--- config.mk ---
export PLATFORM = sky130hd
export DESIGN_NAME = luinv_ram
export DESIGN_NICKNAME = d
export VERILOG_FILES = /design/src/rtl/luinv_ram.sv
export SDC_FILE = /design/constraint.sdc
export NUM_CORES = 2
export LEC_CHECK = 0
export BUFFER_PORTS_ARGS = -buffer_cell sky130_fd_sc_hd__buf_2
export CORE_UTILIZATION = 25
export CTS_BUF_LIST = sky130_fd_sc_hd__clkbuf_4
export DETAILED_ROUTE_END_ITERATION = 10
export PLACE_DENSITY = 0.37
export RECOVER_POWER = 100
export SLEW_MARGIN = 15
export SYNTH_ARGS = -nofsm -noshare
export SYNTH_HDL_FRONTEND = slang
export SYNTH_SLANG_ARGS = --single-unit
export TNS_END_PERCENT = 1
--- constraint.sdc ---
create_clock -name clk_i -period 3.3 [get_ports clk_i]
set_input_delay 0.165 -clock clk_i [delete_from_list [all_inputs] [get_ports clk_i]]
set_output_delay 0.165 -clock clk_i [all_outputs]
set_load 0.05 [all_outputs]
--- src/rtl/luinv_ram.sv ---
module luinv_ram #(
  parameter int unsigned WIDTH = 32,
  parameter int unsigned DEPTH = 64
) (
  input  logic                     clk_i,
  input  logic                     we_i,
  input  logic [$clog2(DEPTH)-1:0] waddr_i,
  input  logic [WIDTH-1:0]         wdata_i,
  input  logic [$clog2(DEPTH)-1:0] raddr_i,
  output logic [WIDTH-1:0]         rdata_o
);

  logic [WIDTH-1:0] mem_q [DEPTH];

  // One write port, one registered read port
  always_ff @(posedge clk_i) begin
    if (we_i) begin
      mem_q[waddr_i] <= wdata_i;
    end
    rdata_o <= mem_q[raddr_i];
  end

endmodule

==> impl_metrics.toml <==
[detailed_routing]
wl_mm = 251
firstDrtPassIters = 5
via_per_inst = 4.51
dr_total_vias = 39540
antenna_left = 0
drc = 0
wire_per_inst_microns = 28.6
drt_iter0_markers = 2943

[clocking]
post-cts-setup-buffer-count = 0
path_clk_slew_ps = 60
h-tree-depth = 6
clk_path_buf_depth = 4
insertion_delay_ps = 1320
cts_resized = 0
root_buffer = "clkbuf_4"
hold_buffers = 84
cts_tree = "done"
cts_buffers = 595
clkSinkCount = 2080

[pwr]
netSwitchingFraction = 0.231
max-vdd-ir-drop_uv = 229
p_seq_frac = 0.519
pwr-share-comb = 0.055
power.internal_w = 0.0436
p_clk_frac = 0.427
p_total_w = 0.0567
pwr_density_cell_mw_per_mm2 = 603
p_switching_w = 0.0131
power_leakage_nw = 29.6

[synth]
yosysSeqAreaShare = 0.791
syn_avg_cell_area_sq_um = 23.6
syn_inst = 3324
synth_cell_types = 34
ys_warn_count = 0
ys_ff_latch = 2080
synth_nets = 3370
mappedNetlistArea_sq_mm = 0.0785

[cells_and_area]
drive_gt1_frac = 0.379
area.sequential_sq_mm = 0.0621
num-fill-cells = 30474
syn_to_final_growth_pct = 19.8
nets = 4244
instances_no_fill = 8770
final_util = 0.301
multi_input_area_sq_mm = 0.0159

[worst_setup_path]
end_kind = "flop"
cp_slowest_cell = "clkbuf_2"
crit_path_max_fanout = 32
critPathLaunchType = "primary input"
rrSetupSlack_ps = 480
worstSetupPathType = "primary input to flop"
crit_chain = "dlygate4sd3_1 -> clkbuf_1 -> clkbuf_1 -> nor2b_1 -> dlygate4sd3_1 -> nand4_1 -> nor2_4 -> clkbuf_2"
r2r_cells = 6
slowest_delay_ps = 1250
required_ps = 4100
r2r-start = "mem_q[55][3]"
worst-endpoint-arrival_ps = 3810
rr_endpoint = "rdata_o[3]"

[placement]
io_buffers = 77
hpwl_mm = 143
globalplace.congestion = 0.738
dp.cells = 7652

[worst_hold_path]
hp-class = "primary input to flop"
whs_endpoint = "rdata_o[11]"
whs_path_depth = 5
hp-start = "raddr_i[3]"

[floorplan]
coreArea_sq_mm = 0.312
dieArea_sq_mm = 0.316
fp.dieH_microns = 562
rows = 205
initial_core_util = 0.252
ios = 78
die_width_microns = 562

[sta]
rsz0062_at_grt = "false"
setup_violations = 0
hold_viol = 0
relSlewSlack = -0.978
fmax_ghz = 0.332
skew_ps = 149
maxSlewViolCount = 2489
finalCritPeriodShare = 0.913
tightest_slew_ps = 2970
period_minus_slack_ps = 3010
timing.hold.ws_ps = 260

[flow_run]
drv_cap = 81

[global_route]
grt_pass1_wl_mm = 344
antenna_found_initial = 16
track_usage = 0.158
grt.overflow.total = 0
grt_pass1_vias = 42328
grt_max_degree = 65

[run_status]
status = "finished with violations"
violations = "capacitance limit, slew limit"
==> kinds of logic after synthesis <==
kind of cell           after synthesis  synth area share
DFF                               2080             0.791
muxes                              637             0.168
and+or+nand+nor                    223            0.0127
AOI/OAI and AO/OA                  202            0.0167
buffers and inverters              182            0.0113
==> placed cells by master, fill, tap and decap left out, drive strengths merged, types with 3 or more instances in the layout <==
cell	Yosys	routed
a21oi	62	62
a22oi	12	12
a311oi	8	8
a41o	4	4
and3	4	4
buf	108	154
bufinv	0	12
clkbuf	74	1116
clkinv	0	96
clkinvlp	0	5
dfxtp	32	32
diode	0	6
dlygate4sd3	0	83
edfxtp	2048	2048
inv	0	16
mux2i	93	93
mux4	544	544
nand2	26	26
nand2b	8	8
nand3	5	5
nand3b	5	5
nor2	137	137
nor2b	15	15
nor3	7	7
o221ai	27	27
o22ai	84	84
o32ai	4	4
or2	3	3
or3	3	3
or3b	5	5
==> layout make-up <==
class | instances | share of cell area
Clock inverter | 129 | 0.00934
Sequential cell | 2080 | 0.661
Antenna cell | 6 | 0.000160
Multi-Input combinational cell | 1062 | 0.169
Tap cell | 4140 | 0.0551
Timing Repair Buffer | 459 | 0.0345
Clock buffer | 894 | 0.0714
==> power by group through the flow <==
| stage | combinational (W) | sequential [W] | clock [W] |
|---|---|---|---|
| 2_1_floorplan | 0.00142 | 0.0301 | 0 |
| 3_3_place_gp | 0.00318 | 0.0300 | 0 |
| 3_5_place_dp | 0.00319 | 0.0300 | 0 |
| 4_1_cts | 0.00332 | 0.0294 | 0.0252 |
| 5_1_grt | 0.00334 | 0.0294 | 0.0265 |
| 6_report | 0.00312 | 0.0294 | 0.0242 |
==> cells in the mapped netlist, drive strengths merged <==
cell	n	area [sq um]
edfxtp	2048	61500
mux4	544	12300
nor2	137	514
buf	108	608
mux2i	93	931
o22ai	84	526
clkbuf	74	278
a21oi	62	310
dfxtp	32	641
o221ai	27	236
nand2	26	97.6
nor2b	15	93.8
a22oi	12	90.1
a311oi	8	70.1
nand2b	8	50.1
nor3	7	35.0
nand3	5	25.0
nand3b	5	37.5
or3b	5	43.8
a41o	4	40.0
and3	4	25.0
o32ai	4	35.0
or2	3	18.8
or3	3	18.8
and2	2	12.5
nand4	2	12.5
a31oi	1	6.26
nand4b	1	8.76
==> worst max path at each step <==
stage / start / end / cells past startpoint
2_1_floorplan: waddr_i[3] / mem_q[49][0] / 4
3_3_place_gp: raddr_i[1] / rdata_o[11] / 8
3_5_place_dp: raddr_i[1] / rdata_o[6] / 7
4_1_cts: mem_q[51][3] / rdata_o[3] / 6
5_1_grt: raddr_i[0] / rdata_o[16] / 9
6_report: we_i / mem_q[55][31] / 8
==> routing by layer <==
| layer | up-vias | track usage | part of all wire |
|---|---|---|---|
| met5 | - | 0 | 0.00013 |
| met4 | 4 | 0.0453 | 0.022 |
| met3 | 378 | 0.0272 | 0.047 |
| met2 | 1166 | 0.260 | 0.49 |
| met1 | 21563 | 0.213 | 0.44 |
| li1 | 16429 | - | - |
==> metrics by stage <==
stage          setup TNS [ps]  area [sq um]  worst slack [ps]
6_report                    0         94000               288
3_3_place_gp                0         86600              84.4
2_1_floorplan            -577         78500             -18.0
3_5_place_dp                0         86600               148
4_1_cts                     0         95100               466
5_1_grt                     0         94000               195
==> state kept, by name (all words and copies together), names as in the netlist <==
signal   cells
mem_q     2048
rdata_o     32
==> critical path, delay by kind of cell <==
| kind | cells | cell delay [ps] |
|---|---|---|
| buffers and inverters | 5 | 2930 |
| and+or+nand+nor | 3 | 680 |
Power figures use the tool's default switching activity.
